==> src/rtl/rlpwe_pkg.sv <==
// ----------------------------------------------------------------------------
// rlpwe_pkg
// Shared types, constants and helper functions for the RGB LED
// pulse-width encoder.
// ----------------------------------------------------------------------------
package rlpwe_pkg;

   localparam int COLOR_W = 8;
   localparam int TICKS_W = 6;
   localparam int PROD_W = 2 * COLOR_W;
   localparam int PIXEL_BITS = 3 * COLOR_W;
   localparam int SLOT_CNT_W = 5;
   localparam int CSR_INDEX_W = 2;
   localparam int CSR_DATA_W = 8;
   localparam int QUEUE_DEPTH_DEF = 2;

   localparam logic [COLOR_W-1:0] BRIGHTNESS_RST = 8'd64;
   localparam logic [TICKS_W-1:0] ZERO_TICKS_RST = 6'd19;
   localparam logic [TICKS_W-1:0] ONE_TICKS_RST = 6'd41;
   localparam logic [PROD_W:0] ROUND_BIAS = 17'd127;

   localparam logic [SLOT_CNT_W-1:0] SLOT_LEAD = 5'd0;
   localparam logic [SLOT_CNT_W-1:0] SLOT_FIRST_DATA = 5'd1;
   localparam logic [SLOT_CNT_W-1:0] SLOT_LAST_DATA = 5'd24;
   localparam logic [SLOT_CNT_W-1:0] SLOT_TRAIL = 5'd25;

   typedef enum logic [CSR_INDEX_W-1:0] {
      CSR_BRIGHTNESS = 2'd0,
      CSR_ZERO_TICKS = 2'd1,
      CSR_ONE_TICKS  = 2'd2
   } csr_index_type;

   typedef struct packed {
      logic                  lead;
      logic                  last;
      logic [PIXEL_BITS-1:0] pattern;
   } entry_type;

   typedef struct packed {
      logic [TICKS_W-1:0] zero_ticks;
      logic [TICKS_W-1:0] one_ticks;
   } ticks_cfg_type;

   // Rounded division of a color product by 255, valid for products up to 255 * 255.
   function automatic logic [COLOR_W-1:0] div255_round(input logic [PROD_W-1:0] prod);
      logic [PROD_W:0] biased;
      logic [PROD_W:0] total;
      biased = {1'b0, prod} + ROUND_BIAS;
      total = biased + {{COLOR_W{1'b0}}, biased[PROD_W:COLOR_W]} + 17'd1;
      return total[PROD_W-1:COLOR_W];
   endfunction

endpackage

==> src/rtl/rlpwe_front.sv <==
// ----------------------------------------------------------------------------
// rlpwe_front
// Accepts pixel words, scales each color by the brightness and tags the
// entry with its frame-start and frame-end flags.
// ----------------------------------------------------------------------------
module rlpwe_front
   import rlpwe_pkg::*;
(
   input  logic                  clock,
   input  logic                  reset,
   input  logic [COLOR_W-1:0]    brightness,
   input  logic                  req_tvalid,
   output logic                  req_tready,
   input  logic [PIXEL_BITS-1:0] req_tdata,
   input  logic                  req_tlast,
   output logic                  push_valid,
   input  logic                  push_ready,
   output entry_type             push_entry
);

   logic              valid_ff, valid_in;
   logic              start_ff, start_in;
   logic              lead_ff, last_ff;
   logic [PROD_W-1:0] prod_r_ff, prod_g_ff, prod_b_ff;
   logic              take;

   assign req_tready = !valid_ff || push_ready;
   assign take = req_tvalid && req_tready;
   assign valid_in = take ? 1'b1 : (push_ready ? 1'b0 : valid_ff);
   assign start_in = take ? req_tlast : start_ff;

   always_ff @(posedge clock) begin
      if (reset) begin
         valid_ff <= 1'b0;
         start_ff <= 1'b1;
      end else begin
         valid_ff <= valid_in;
         start_ff <= start_in;
      end
   end

   always_ff @(posedge clock) begin
      if (take) begin
         prod_r_ff <= req_tdata[COLOR_W-1:0] * brightness;
         prod_g_ff <= req_tdata[2*COLOR_W-1:COLOR_W] * brightness;
         prod_b_ff <= req_tdata[3*COLOR_W-1:2*COLOR_W] * brightness;
         lead_ff <= start_ff;
         last_ff <= req_tlast;
      end
   end

   assign push_valid = valid_ff;

   always_comb begin
      push_entry.lead = lead_ff;
      push_entry.last = last_ff;
      push_entry.pattern = {div255_round(prod_g_ff), div255_round(prod_r_ff),
                            div255_round(prod_b_ff)};
   end

endmodule

==> src/rtl/rlpwe_queue.sv <==
// ----------------------------------------------------------------------------
// rlpwe_queue
// Short first-in first-out queue of scaled pixels between the front and
// the slot sequencer.
// ----------------------------------------------------------------------------
module rlpwe_queue
   import rlpwe_pkg::*;
#(
   parameter int DEPTH = QUEUE_DEPTH_DEF
)
(
   input  logic      clock,
   input  logic      reset,
   input  logic      push_valid,
   output logic      push_ready,
   input  entry_type push_entry,
   output logic      pop_valid,
   input  logic      pop_ready,
   output entry_type pop_entry
);

   localparam int PTR_W = (DEPTH > 1) ? $clog2(DEPTH) : 1;
   localparam int CNT_W = $clog2(DEPTH + 1);
   localparam logic [PTR_W-1:0] PTR_MAX = PTR_W'(DEPTH - 1);
   localparam logic [CNT_W-1:0] CNT_FULL = CNT_W'(DEPTH);

   entry_type        store_ff [DEPTH];
   logic [PTR_W-1:0] wr_ptr_ff, wr_ptr_in;
   logic [PTR_W-1:0] rd_ptr_ff, rd_ptr_in;
   logic [CNT_W-1:0] count_ff, count_in;
   logic             push, pop;

   assign push_ready = count_ff != CNT_FULL;
   assign pop_valid = count_ff != '0;
   assign push = push_valid && push_ready;
   assign pop = pop_valid && pop_ready;
   assign pop_entry = store_ff[rd_ptr_ff];

   assign wr_ptr_in = push ? ((wr_ptr_ff == PTR_MAX) ? '0 : wr_ptr_ff + 1'b1) : wr_ptr_ff;
   assign rd_ptr_in = pop ? ((rd_ptr_ff == PTR_MAX) ? '0 : rd_ptr_ff + 1'b1) : rd_ptr_ff;

   always_comb begin
      count_in = count_ff;
      if (push && !pop) begin
         count_in = count_ff + 1'b1;
      end else if (pop && !push) begin
         count_in = count_ff - 1'b1;
      end
   end

   always_ff @(posedge clock) begin
      if (reset) begin
         wr_ptr_ff <= '0;
         rd_ptr_ff <= '0;
         count_ff <= '0;
      end else begin
         wr_ptr_ff <= wr_ptr_in;
         rd_ptr_ff <= rd_ptr_in;
         count_ff <= count_in;
      end
   end

   always_ff @(posedge clock) begin
      if (push) begin
         store_ff[wr_ptr_ff] <= push_entry;
      end
   end

endmodule

==> src/rtl/rlpwe_back.sv <==
// ----------------------------------------------------------------------------
// rlpwe_back
// Slot sequencer: walks one queued pixel through its leading, data and
// trailing slots and drives the registered result channel.
// ----------------------------------------------------------------------------
module rlpwe_back
   import rlpwe_pkg::*;
(
   input  logic                  clock,
   input  logic                  reset,
   input  ticks_cfg_type         ticks_cfg,
   input  logic                  pop_valid,
   output logic                  pop_ready,
   input  entry_type             pop_entry,
   output logic                  rsp_tvalid,
   input  logic                  rsp_tready,
   output logic [7:0]            rsp_tdata,
   output logic                  rsp_tlast,
   output logic                  rsp_tuser
);

   logic                  busy_ff, busy_in;
   logic                  last_ff, last_in;
   logic [SLOT_CNT_W-1:0] cnt_ff, cnt_in;
   logic [PIXEL_BITS-1:0] shift_ff, shift_in;
   logic                  out_valid_ff, out_valid_in;
   logic [TICKS_W-1:0]    out_ticks_ff;
   logic                  out_last_ff, out_end_ff;
   logic                  out_free, emit, load;
   logic                  is_lead, is_trail, finish;
   logic [TICKS_W-1:0]    ticks;

   assign is_lead = cnt_ff == SLOT_LEAD;
   assign is_trail = cnt_ff == SLOT_TRAIL;
   assign finish = is_trail || (cnt_ff == SLOT_LAST_DATA && !last_ff);
   assign ticks = (is_lead || is_trail || !shift_ff[PIXEL_BITS-1]) ?
                  ticks_cfg.zero_ticks : ticks_cfg.one_ticks;

   assign out_free = !out_valid_ff || rsp_tready;
   assign emit = busy_ff && out_free;
   assign pop_ready = !busy_ff || (out_free && finish);
   assign load = pop_valid && pop_ready;

   always_comb begin
      busy_in = busy_ff;
      last_in = last_ff;
      cnt_in = cnt_ff;
      shift_in = shift_ff;
      if (load) begin
         busy_in = 1'b1;
         last_in = pop_entry.last;
         cnt_in = pop_entry.lead ? SLOT_LEAD : SLOT_FIRST_DATA;
         shift_in = pop_entry.pattern;
      end else if (emit) begin
         busy_in = !finish;
         cnt_in = cnt_ff + 1'b1;
         if (!is_lead) begin
            shift_in = {shift_ff[PIXEL_BITS-2:0], 1'b0};
         end
      end
   end

   assign out_valid_in = emit ? 1'b1 : (rsp_tready ? 1'b0 : out_valid_ff);

   always_ff @(posedge clock) begin
      if (reset) begin
         busy_ff <= 1'b0;
         out_valid_ff <= 1'b0;
      end else begin
         busy_ff <= busy_in;
         out_valid_ff <= out_valid_in;
      end
   end

   always_ff @(posedge clock) begin
      last_ff <= last_in;
      cnt_ff <= cnt_in;
      shift_ff <= shift_in;
      if (emit) begin
         out_ticks_ff <= ticks;
         out_last_ff <= finish;
         out_end_ff <= is_trail;
      end
   end

   assign rsp_tvalid = out_valid_ff;
   assign rsp_tdata = {2'b00, out_ticks_ff};
   assign rsp_tlast = out_last_ff;
   assign rsp_tuser = out_end_ff;

endmodule

==> src/rtl/rgb_led_pulse_width_encoder.sv <==
// ----------------------------------------------------------------------------
// rgb_led_pulse_width_encoder
// Turns RGB pixel words into a stream of LED pulse high-time codes.
// ----------------------------------------------------------------------------
// Each pixel word yields 24 slot words, green then red then blue, most
// significant bit first, plus a leading zero-code slot on the first pixel of
// a frame and a trailing slot (tuser high) after the pixel marked with tlast.
// The slot sequencer emits one slot word per cycle while rsp_tready is high;
// a pixel passes through the front register and the queue before the
// sequencer loads it and its first slot appears.
// Colors are scaled by brightness with rounding before encoding.
// ----------------------------------------------------------------------------
module rgb_led_pulse_width_encoder
   import rlpwe_pkg::*;
#(
   parameter int QUEUE_DEPTH = QUEUE_DEPTH_DEF
)
(
   input  logic                   clock,
   input  logic                   reset,
   input  logic                   csr_we,
   input  logic [CSR_INDEX_W-1:0] csr_index,
   input  logic [CSR_DATA_W-1:0]  csr_wdata,
   input  logic                   req_tvalid,
   output logic                   req_tready,
   input  logic [PIXEL_BITS-1:0]  req_tdata,   // red, green, blue
   input  logic                   req_tlast,   // last_pixel
   output logic                   rsp_tvalid,
   input  logic                   rsp_tready,
   output logic [7:0]             rsp_tdata,   // high_ticks, two zero bits
   output logic                   rsp_tlast,   // slot_last
   output logic                   rsp_tuser    // frame_end
);

   logic [COLOR_W-1:0] brightness_ff, brightness_in;
   logic [TICKS_W-1:0] zero_ticks_ff, zero_ticks_in;
   logic [TICKS_W-1:0] one_ticks_ff, one_ticks_in;
   ticks_cfg_type      ticks_cfg;
   logic               push_valid, push_ready, pop_valid, pop_ready;
   entry_type          push_entry, pop_entry;

   always_comb begin
      brightness_in = brightness_ff;
      zero_ticks_in = zero_ticks_ff;
      one_ticks_in = one_ticks_ff;
      if (csr_we) begin
         case (csr_index)
            CSR_BRIGHTNESS: brightness_in = csr_wdata;
            CSR_ZERO_TICKS: zero_ticks_in = csr_wdata[TICKS_W-1:0];
            CSR_ONE_TICKS: one_ticks_in = csr_wdata[TICKS_W-1:0];
            default: ;
         endcase
      end
   end

   always_ff @(posedge clock) begin
      if (reset) begin
         brightness_ff <= BRIGHTNESS_RST;
         zero_ticks_ff <= ZERO_TICKS_RST;
         one_ticks_ff <= ONE_TICKS_RST;
      end else begin
         brightness_ff <= brightness_in;
         zero_ticks_ff <= zero_ticks_in;
         one_ticks_ff <= one_ticks_in;
      end
   end

   assign ticks_cfg.zero_ticks = zero_ticks_ff;
   assign ticks_cfg.one_ticks = one_ticks_ff;

   rlpwe_front u_front (
      .clock      (clock),
      .reset      (reset),
      .brightness (brightness_ff),
      .req_tvalid (req_tvalid),
      .req_tready (req_tready),
      .req_tdata  (req_tdata),
      .req_tlast  (req_tlast),
      .push_valid (push_valid),
      .push_ready (push_ready),
      .push_entry (push_entry)
   );

   rlpwe_queue #(
      .DEPTH (QUEUE_DEPTH)
   ) u_queue (
      .clock      (clock),
      .reset      (reset),
      .push_valid (push_valid),
      .push_ready (push_ready),
      .push_entry (push_entry),
      .pop_valid  (pop_valid),
      .pop_ready  (pop_ready),
      .pop_entry  (pop_entry)
   );

   rlpwe_back u_back (
      .clock      (clock),
      .reset      (reset),
      .ticks_cfg  (ticks_cfg),
      .pop_valid  (pop_valid),
      .pop_ready  (pop_ready),
      .pop_entry  (pop_entry),
      .rsp_tvalid (rsp_tvalid),
      .rsp_tready (rsp_tready),
      .rsp_tdata  (rsp_tdata),
      .rsp_tlast  (rsp_tlast),
      .rsp_tuser  (rsp_tuser)
   );

endmodule

==> config.mk <==
export PLATFORM = sky130hd
export DESIGN_NAME = rgb_led_pulse_width_encoder
export DESIGN_NICKNAME = d
export VERILOG_FILES = /design/src/rtl/rlpwe_pkg.sv /design/src/rtl/rlpwe_front.sv /design/src/rtl/rlpwe_queue.sv /design/src/rtl/rlpwe_back.sv /design/src/rtl/rgb_led_pulse_width_encoder.sv
export SDC_FILE = /design/constraint.sdc
export NUM_CORES = 1
export LEC_CHECK = 0
export BUFFER_PORTS_ARGS = -buffer_cell sky130_fd_sc_hd__buf_2
export CORE_ASPECT_RATIO = 1.25
export CORE_MARGIN = 2
export CORE_UTILIZATION = 64
export DETAILED_ROUTE_END_ITERATION = 10
export GPL_TIMING_DRIVEN = 1
export PLACE_DENSITY = 0.82
export RECOVER_POWER = 100
export SLEW_MARGIN = 20
export SYNTH_ARGS = -nofsm -noshare
export SYNTH_HDL_FRONTEND = slang
export SYNTH_SLANG_ARGS = --single-unit
export TNS_END_PERCENT = 30
==> constraint.sdc <==
create_clock -name clock -period 5.82 [get_ports clock]
set_input_delay 0.873 -clock clock [delete_from_list [all_inputs] [get_ports clock]]
set_output_delay 0.873 -clock clock [all_outputs]
set_load 0.05 [all_outputs]
* After elaboration in Yosys (flattened, before gate mapping)
Memories as Yosys holds them, arrays and structs flattened. A register that Yosys moved wholly into a read port is not among the register bits.
Index checks and enable logic that the tools add are counted.
** Cells by class
- Add/sub/neg operators :: 14
- $mul :: 3
- Equal/unequal tests :: 6
- Multiplexer cells :: 21
- Reductions and logical operators :: 33
** Operators by type and width (number)
- $mux 24 :: 3
- $add 16x7->17 const B :: 3
- $add 16x1->16 const B :: 3
- $add 16x9->16 :: 3
- $mul 8x8->16 :: 3
- $mux 1 :: 13
- $eq 5x5->1 const B :: 2
- $mux 5 :: 2
- $reduce_bool 2->1 :: 5
- $logic_and 1x1->1 :: 8
- $logic_not 1->1 :: 8
- $reduce_and 2->1 :: 4
- $logic_or 1x1->1 :: 6
- $mux 6 :: 1
- $add 5x1->5 const B :: 1
- $logic_not 5->1 :: 1
- $mux 2 :: 2
- $ne 2x2->1 const B :: 2
- $add 1x1->1 const B :: 2
- $add 2x1->2 const B :: 1
- $eq 2x1->1 const B :: 1
- $eq 2x2->1 const B :: 1
- $logic_not 2->1 :: 1
- $sub 2x1->2 const B :: 1
** Word-level totals
- Flip-flop bits (word level) :: 116
- Memory bits (writable) :: 52
- Input bits :: 40
- Word-level logic and storage cells :: 99
- Memories :: 1
** Memory list
- u_queue.store_ff :: words 2, width 26, read ports 1, clocked after Yosys merged registers in 1, write ports 1, line rlpwe_queue.sv:27 : entry_type store_ff [DEPTH];

* Longest topological paths before layout
Gate-level depths: netlist of run 1.
- Word-level depth :: 9
- Mapped depth :: 17

* Cells and area by module
Synthesis of run 1 repeated with hierarchy kept, for this count alone.
** Second synthesis, totals
- Cells, all modules :: 1379
- Area total of the unflattened synthesis :: 14662.8 µm²
** Modules (own cells, without submodules)
- rlpwe_front :: times used 1, cells each 1080, area an instance 9917.0 µm², sequential area each 1541.5 µm²
- rlpwe_queue :: times used 1, cells each 105, area an instance 2097.0 µm², sequential area each 1661.6 µm²
- rlpwe_back :: times used 1, cells each 110, area an instance 1799.2 µm², sequential area each 1181.1 µm²
- rgb_led_pulse_width_encoder :: times used 1, cells each 84, area an instance 849.6 µm², sequential area each 400.4 µm²

* Worst setup path before layout of run 1
OpenSTA, ideal clock, no wires.
- Kind :: input -> register
- Start :: input port req_tdata[17]
- End :: register u_front.prod_b_ff[15], data pin
- Setup time :: 0.259 ns
- Data arrival time :: 4.529 ns
- Setup slack :: 1.032 ns
- Cell stages on the path :: 14
- Cells stage by stage :: and2_1 > fa_1 > fa_1 > fa_1 > inv_1 > fa_1 > inv_1 > ha_1 > or3_1 > o21ai_0 > a21oi_1 > a211oi_1 > a21oi_1 > xnor2_1
** Between the ends
- Word-level cells in the longest chain between the ends :: 1
** RTL lines
- start, declared :: line rgb_led_pulse_width_encoder.sv:26 : input logic [PIXEL_BITS-1:0] req_tdata,
- $mul 8x8->16 :: line rlpwe_front.sv:46 : prod_b_ff <= req_tdata[3*COLOR_W-1:2*COLOR_W] * brightness;
- end signal, assigned :: line rlpwe_front.sv:46
- end, declared :: line rlpwe_front.sv:24 : logic [PROD_W-1:0] prod_r_ff, prod_g_ff, prod_b_ff;
No other way between the ends.
A chain may end at the register's enable or synchronous reset.

* Final worst setup path of run 1
- Start :: register brightness_ff[2]
- End :: register u_front.prod_r_ff[15], data pin
** Between the ends
- Word-level cells in the longest chain between the ends :: 1
** RTL lines
- start, declared :: line rgb_led_pulse_width_encoder.sv:35 : logic [COLOR_W-1:0] brightness_ff, brightness_in;
- start signal, assigned :: line rgb_led_pulse_width_encoder.sv:62 : brightness_ff <= brightness_in;
- $mul 8x8->16 :: line rlpwe_front.sv:44 : prod_r_ff <= req_tdata[COLOR_W-1:0] * brightness;
- end signal, assigned :: line rlpwe_front.sv:44
- end, declared :: line rlpwe_front.sv:24
No other way between the ends.

==> results of run 1 <==
## stage by stage
stage / utilization / power [mW] / hold slack (ns) / instance area, um2 / setup slack, ns
floorplan: - / 3.03 / 0.401 / 14400 / 1.03
global placement: 0.674 / 3.32 / 0.420 / 14900 / 0.779
detailed placement: 0.674 / 3.39 / 0.439 / 14900 / 0.710
CTS: 0.702 / 4.55 / 0.463 / 15500 / 0.874
global route: 0.698 / 4.80 / 0.476 / 15400 / 0.483
finish: 0.698 / 4.50 / 0.458 / 15400 / 0.767
## synth_stat cells (all sizes together), types with 4 or more instances
cell type / count
nor4: 5
nor3: 17
o31ai: 4
inv: 179
mux2: 7
mux2i: 38
a21oi: 44
and3: 8
buf: 5
edfxtp: 140
nor3b: 9
a31oi: 5
fa: 108
xor2: 25
or3: 10
ha: 139
a211oi: 9
nand2: 109
nand3b: 5
a211o: 9
clkbuf: 32
nand3: 24
nand2b: 8
o21a: 15
and4: 4
nor2b: 15
and2: 155
dfxtp: 29
a21o: 6
nand4: 5
nor2: 84
o21ai: 41
xnor2: 73
## worst max-delay path by stage
stage | start | end | cells after the start
floorplan | req_tdata[17] | u_front.prod_b_ff[15] | 14
global placement | req_tdata[17] | u_front.prod_b_ff[15] | 15
detailed placement | req_tdata[17] | u_front.prod_b_ff[15] | 15
CTS | brightness_ff[2] | u_front.prod_r_ff[15] | 15
global route | brightness_ff[5] | u_front.prod_g_ff[15] | 16
finish | brightness_ff[2] | u_front.prod_r_ff[15] | 15
## power groups by stage
stage                     clock [mW]  combinational [mW]  sequential [mW]
after floorplan                    0                1.12             1.91
after global placement             0                1.43             1.90
after detailed placement           0                1.48             1.91
after CTS                       1.16                1.50             1.89
after global routing            1.20                1.67             1.93
final                           1.14                1.47             1.89
## flip-flops by register name, indices dropped and copies added, names as in the netlist, named ones only
signal	count
u_back.cnt_ff	5
one_ticks_ff	6
u_queue.wr_ptr_ff	1
u_back.rsp_tuser	1
u_front.lead_ff	1
u_back.rsp_tlast	1
u_front.prod_r_ff	16
u_back.rsp_tvalid	1
brightness_ff	8
u_front.push_valid	1
u_front.start_ff	1
u_back.busy_ff	1
u_back.shift_ff	24
u_front.prod_g_ff	16
u_back.out_ticks_ff	6
zero_ticks_ff	6
u_back.last_ff	1
u_front.prod_b_ff	16
u_queue.store_ff	52
u_front.last_ff	1
u_queue.count_ff	2
u_queue.rd_ptr_ff	1
## cell families after synthesis
family	Yosys count
multiplexers	45
other	1
buffers and inverters	216
AO/OA/AOI/OAI	154
XOR/XNOR	98
adder cells (fa/ha/maj)	247
flip-flops	169
AND/OR/NAND/NOR	468
## placed cells by master (no fill, tap or decap), types with 20 or more instances in the layout
cell type                  count
sky130_fd_sc_hd__nand3_1      23
sky130_fd_sc_hd__xnor2_1      73
sky130_fd_sc_hd__inv_1       179
sky130_fd_sc_hd__dfxtp_1      29
sky130_fd_sc_hd__and2_1      137
sky130_fd_sc_hd__mux2i_1      38
sky130_fd_sc_hd__ha_1        139
sky130_fd_sc_hd__edfxtp_1    140
sky130_fd_sc_hd__nand2_1     109
sky130_fd_sc_hd__o21ai_0      40
sky130_fd_sc_hd__nor2_1       82
sky130_fd_sc_hd__a21oi_1      43
sky130_fd_sc_hd__fa_1        108
sky130_fd_sc_hd__clkbuf_1     20
sky130_fd_sc_hd__xor2_1       25
sky130_fd_sc_hd__buf_2        36
## cell type report
class                   instances  area, um2  area share
clock buffers                  17        425      0.0276
clock inverters                15        195      0.0126
multi-input cells            1014       8710       0.564
inverters                     179        672      0.0435
well taps                     283        354      0.0229
repair buffers                 62        300      0.0195
flip-flops and latches        169       4780       0.310
## routing by layer
layer,share of wire,global-route usage
met1,0.43,0.320
met2,0.50,0.421
met3,0.043,0.0354
met4,0.027,0.0856
met5,0,0
==> results.cfg, run 1 <==
[status]
status = finished with violations
violated_checks = max-capacitance violations, max-slew violations

[synthesis]
synthesis.area_um2 = 14400
synth_enable_flop_cells = 140
synth_top_cell_by_area = sky130_fd_sc_hd__edfxtp_1
synthSimpleGateAreaFrac = 0.173
synth_warnings = 0
synth_area_in_compound_gates = 0.0730
ys_ff_latch = 169
synth_top_family_by_area = adder cells
synth_top_area_share = 0.293
top_cells_by_area_in_the_synthesized_netlist = sky130_fd_sc_hd__edfxtp_1, sky130_fd_sc_hd__fa_1, sky130_fd_sc_hd__ha_1, sky130_fd_sc_hd__and2_1, sky130_fd_sc_hd__inv_1
most_used_dff_post_synth = sky130_fd_sc_hd__edfxtp_1
synth_async_sr_flop_share = 0
post_synth_fa_ha_maj_area_fraction = 0.272
synth.area.mux_share = 0.0320
syn_area_per_cell_um2 = 10.3
netlist-cell-type-count = 68
area_share_of_xor_xnor_cells_in_the_synthesized_design = 0.0598
synth_sequential_area_ratio = 0.333
synthesis.instances = 1398

[layout]
num_antenna_cells = 0
post_layout_net_count = 1730
final_cells = 1739
nFillCells = 1597
drive_above_1_share = 0.0666
area_growth_pct = 7.54

[critical_path]
crit_path_max_incr_delay_ns = 0.89
timing.critical_path.slowest_stage_cell = sky130_fd_sc_hd__dfxtp_1
worst-endpoint-required_ns = 6.00
criticalPathCategory = flip-flop to flip-flop
critical_path.reg2reg.startpoint = brightness_ff[2]
critical-path-top-cell-by-count = sky130_fd_sc_hd__fa_1
cp_cell_sequence = clkbuf_1 > and2_0 > fa_1 > fa_1 > fa_1 > inv_1 > fa_1 > inv_1 > ha_1 > or3_1 > o21ai_0 > a21oi_1 > a211oi_1 > a21oi_1 > xnor2_1
timing.critical_path.to_type = flip-flop
critical_path.max_fanout = 20
critPathBufInv = 3
reg2reg_to = u_front.prod_r_ff[15]
timing.reg2reg.setup_slack_ns = 0.77
worst_path_dominant_cell_family = adder cells
worst_setup_path_start_kind = flip-flop
timing.critical_path.arrival_ns = 5.23
r2r_cells = 15

[placed_design]
globalplace.congestion = 0.885
post-dp-hpwl_um = 20600
dp.cells = 1706
io_buffers = 49

[sta]
period_share = 0.868
setup_viol = 0
timing_max_transition_violations_final = 107
rsz_0062_raised_after_global_routing = no
report.final.hold_viol_count = 0
timing.max_slew.rel_slack = -1.18
max_freq_mhz = 198
largest_clock_skew_in_the_final_design_ns = 0.0133
final.min_clock_period_ns = 5.05
timing.setup.tns_ns = 0
max_slew.worst_pin.slew_ns = 3.27

[power_and_ir_drop]
portion_of_total_power_attributed_to_sequential_cells = 0.421
clkPwrFrac = 0.253
total_switching_power_mw = 1.61
power.ir.vdd_worst_mv = 0.252
netSwitchingFraction = 0.358
total_leakage_power_nw = 6.98
power-per-cell-area_nw_per_um2 = 292
p_comb_frac = 0.326
power.internal_mw = 2.89

[clock_network]
post_cts.resized_instances = 0
cts_hold_buf = 0
clock_tree_from_tritoncts = done
ctsLongestPathBuffers = 2
clk_root_buffer_cell = sky130_fd_sc_hd__clkbuf_16
clock-sinks = 169
worst_skew_pair.late_latency_ns = 0.43
cts_buffers = 17
clk_pin_slew_ns = 0.08
cts.repair_timing.setup_buffer_count = 0
cts_htree_levels = 4

[drt]
via_density_per_instance = 5.62
remaining_drc_errors = 0
first_iter_violations = 492
detail_route.wirelength_um = 27000
detail-route-antenna-nets = 0
vias_after_detailed_routing = 9765
drt_pass1_iterations = 5
routedWlPerCell_um = 15.5

[floorplan]
floorplan.initialDensity = 0.649
core_region_area_um2 = 22100
die_width_um = 138
core.rowCount = 61
die_area_um2 = 23700
io-pin-count = 52
floorplan.die.height_um = 171

[min_path]
timing.hold.worst_path_depth = 0
hold_path_class = flip-flop to flip-flop
holdPathEnd = u_front.lead_ff
hold_start = u_front.start_ff

[grt]
grt_resource_usage_total = 0.246
global_route_wire_length_before_repair_um = 46200
grt_max_degree = 55
initial_antenna_violation_count = 0
via_count_of_the_first_global_routing_pass = 9818
global_route.overflow_total = 0

[job]
maxCapViolations = 5
Power figures use the tool's default switching activity.
==> run 2: changes to the inputs <==
==> constraint.sdc (replaced) <==
create_clock -name clock -period 4.8 [get_ports clock]
set_input_delay 0.72 -clock clock [delete_from_list [all_inputs] [get_ports clock]]
set_output_delay 0.72 -clock clock [all_outputs]
set_load 0.05 [all_outputs]
==> results.cfg, run 2 (synthesis results as in run 1) <==
[status]
status = finished with violations
violated_checks = max-capacitance violations, max-slew violations

[clock_network]
cts.repair_timing.setup_buffer_count = 0
clk_root_buffer_cell = sky130_fd_sc_hd__clkbuf_16
clock_tree_from_tritoncts = done
ctsLongestPathBuffers = 2
cts_buffers = 17
worst_skew_pair.late_latency_ns = 0.44
clock-sinks = 169
cts_htree_levels = 4
clk_pin_slew_ns = 0.08

[placed_design]
io_buffers = 49
globalplace.congestion = 0.882
post-dp-hpwl_um = 21300
place_worst_setup_slack_ns = -0.0503
placedInstanceArea_um2 = 15100
dp.cells = 1728

[critical_path]
timing.critical_path.arrival_ns = 4.76
crit_path_max_incr_delay_ns = 0.55
worst-endpoint-required_ns = 4.97
timing.critical_path.to_type = flip-flop
timing.critical_path.slowest_stage_cell = sky130_fd_sc_hd__fa_1
criticalPathCategory = flip-flop to flip-flop
cp_cell_sequence = clkbuf_4 > and2_1 > fa_1 > fa_1 > inv_1 > fa_1 > fa_1 > inv_1 > ha_1 > o21a_1 > o21ai_0 > a21oi_1 > a211oi_1 > a21oi_1 > xnor2_1
critical_path.max_fanout = 16
critical-path-top-cell-by-count = sky130_fd_sc_hd__fa_1
worst_setup_path_start_kind = flip-flop

[drt]
first_iter_violations = 488
detail-route-antenna-nets = 0
detail_route.wirelength_um = 27300
routedWlPerCell_um = 15.5
vias_after_detailed_routing = 9797
drt_pass1_iterations = 6
remaining_drc_errors = 0
via_density_per_instance = 5.56

[floorplan]
core.rowCount = 61
die_area_um2 = 23700
core_region_area_um2 = 22100
floorplan.die.height_um = 171
floorplan.initialDensity = 0.649
io-pin-count = 52
die_width_um = 138

[sta]
max_slew.worst_pin.slew_ns = 3.16
max_freq_mhz = 218
period_share = 0.956
setup_viol = 0
timing.hold.ws_ns = 0.435
report.final.hold_viol_count = 0
timing_max_transition_violations_final = 165
final.min_clock_period_ns = 4.59
largest_clock_skew_in_the_final_design_ns = 0.0189
timing.setup.tns_ns = 0
timing.max_slew.rel_slack = -1.11
worst_slack_ns = 0.213
rsz_0062_raised_after_global_routing = no

[layout]
post_layout_net_count = 1752
mostFrequentLayoutCell = sky130_fd_sc_hd__inv_1
leading_cell_types_in_the_layout_fill_and_taps_excluded = sky130_fd_sc_hd__inv_1, sky130_fd_sc_hd__and2_1, sky130_fd_sc_hd__edfxtp_1
final_cells = 1761
post-route-cell-area_um2 = 15600
final_core_util = 0.705
drive_above_1_share = 0.0825
reg.largest.list = u_queue.store_ff x52, u_back.shift_ff x24
largest_register_ffs = 52
registers.top_by_ff_count = u_queue.store_ff
area_growth_pct = 8.69
num_antenna_cells = 0

[job]
maxCapViolations = 6

[grt]
global_route.overflow_total = 0
global_route_wire_length_before_repair_um = 46200
grt_max_degree = 55
initial_antenna_violation_count = 0
grt_resource_usage_total = 0.249
via_count_of_the_first_global_routing_pass = 10000

[power_and_ir_drop]
power-per-cell-area_nw_per_um2 = 351
total_leakage_power_nw = 7.10
power.ir.vdd_worst_mv = 0.364
design_power_total_mw = 5.48

[min_path]
hold_path_class = flip-flop to flip-flop
## run 2: cell count changes in the layout (fill, tap and decap cells not counted), sizes merged
cell / change
buf: +22
clkbuf: +1
clkinvlp: -1
## run 2: path summary, 6_finish.rpt
path	to	start	cells past startpoint	slack (ns)
hold / removal	u_front.lead_ff	u_front.start_ff	0	0.43
setup reg to reg	u_front.prod_b_ff[15]	brightness_ff[4]	15	0.21
hold reg to reg	u_front.lead_ff	u_front.start_ff	0	0.43
setup / recovery	u_front.prod_b_ff[15]	brightness_ff[4]	15	0.21
## run 2: worst max-delay path: cells and delay by family (launching register included)
| family | cells | cell delay (ns) |
|---|---|---|
| compound gates | 5 | 0.96 |
| xor+xnor | 1 | 0.15 |
| fa+ha+maj | 5 | 2.33 |
| buf+inv | 3 | 0.28 |
| flops | 1 | 0.44 |
| simple gates | 1 | 0.15 |
## run 2: area by class of cell
type | instances | area [um2]
Timing Repair Buffer | 84 | 469
Multi-Input combinational cell | 1014 | 8700
Tap cell | 283 | 354
Clock inverter | 14 | 165
Fill cell | 1599 | 6530
Clock buffer | 18 | 450
Inverter | 179 | 672
Sequential cell | 169 | 4790
## run 2: timing repair
item / CTS / global route
resized for setup: 1 / 2
hold buffers: 0 / 0
endpoints found under the setup margin: 1 / 7
pin swaps: 0 / 0
## run 2: per-layer routing
metal / vias to the layer above / wire length (um) / GRT usage
met5: - / 0 / 0
met4: 0 / 670 / 0.0861
met3: 51 / 902 / 0.0351
met2: 230 / 14100 / 0.435
met1: 4722 / 11700 / 0.315
li1: 4794 / - / -
## run 2: where the power goes
part	total, mW	internal, mW	switching, mW
Clock	1.38	0.734	0.646
Combinational	1.81	0.713	1.10
Sequential	2.30	2.10	0.194
Total	5.48	3.55	1.94
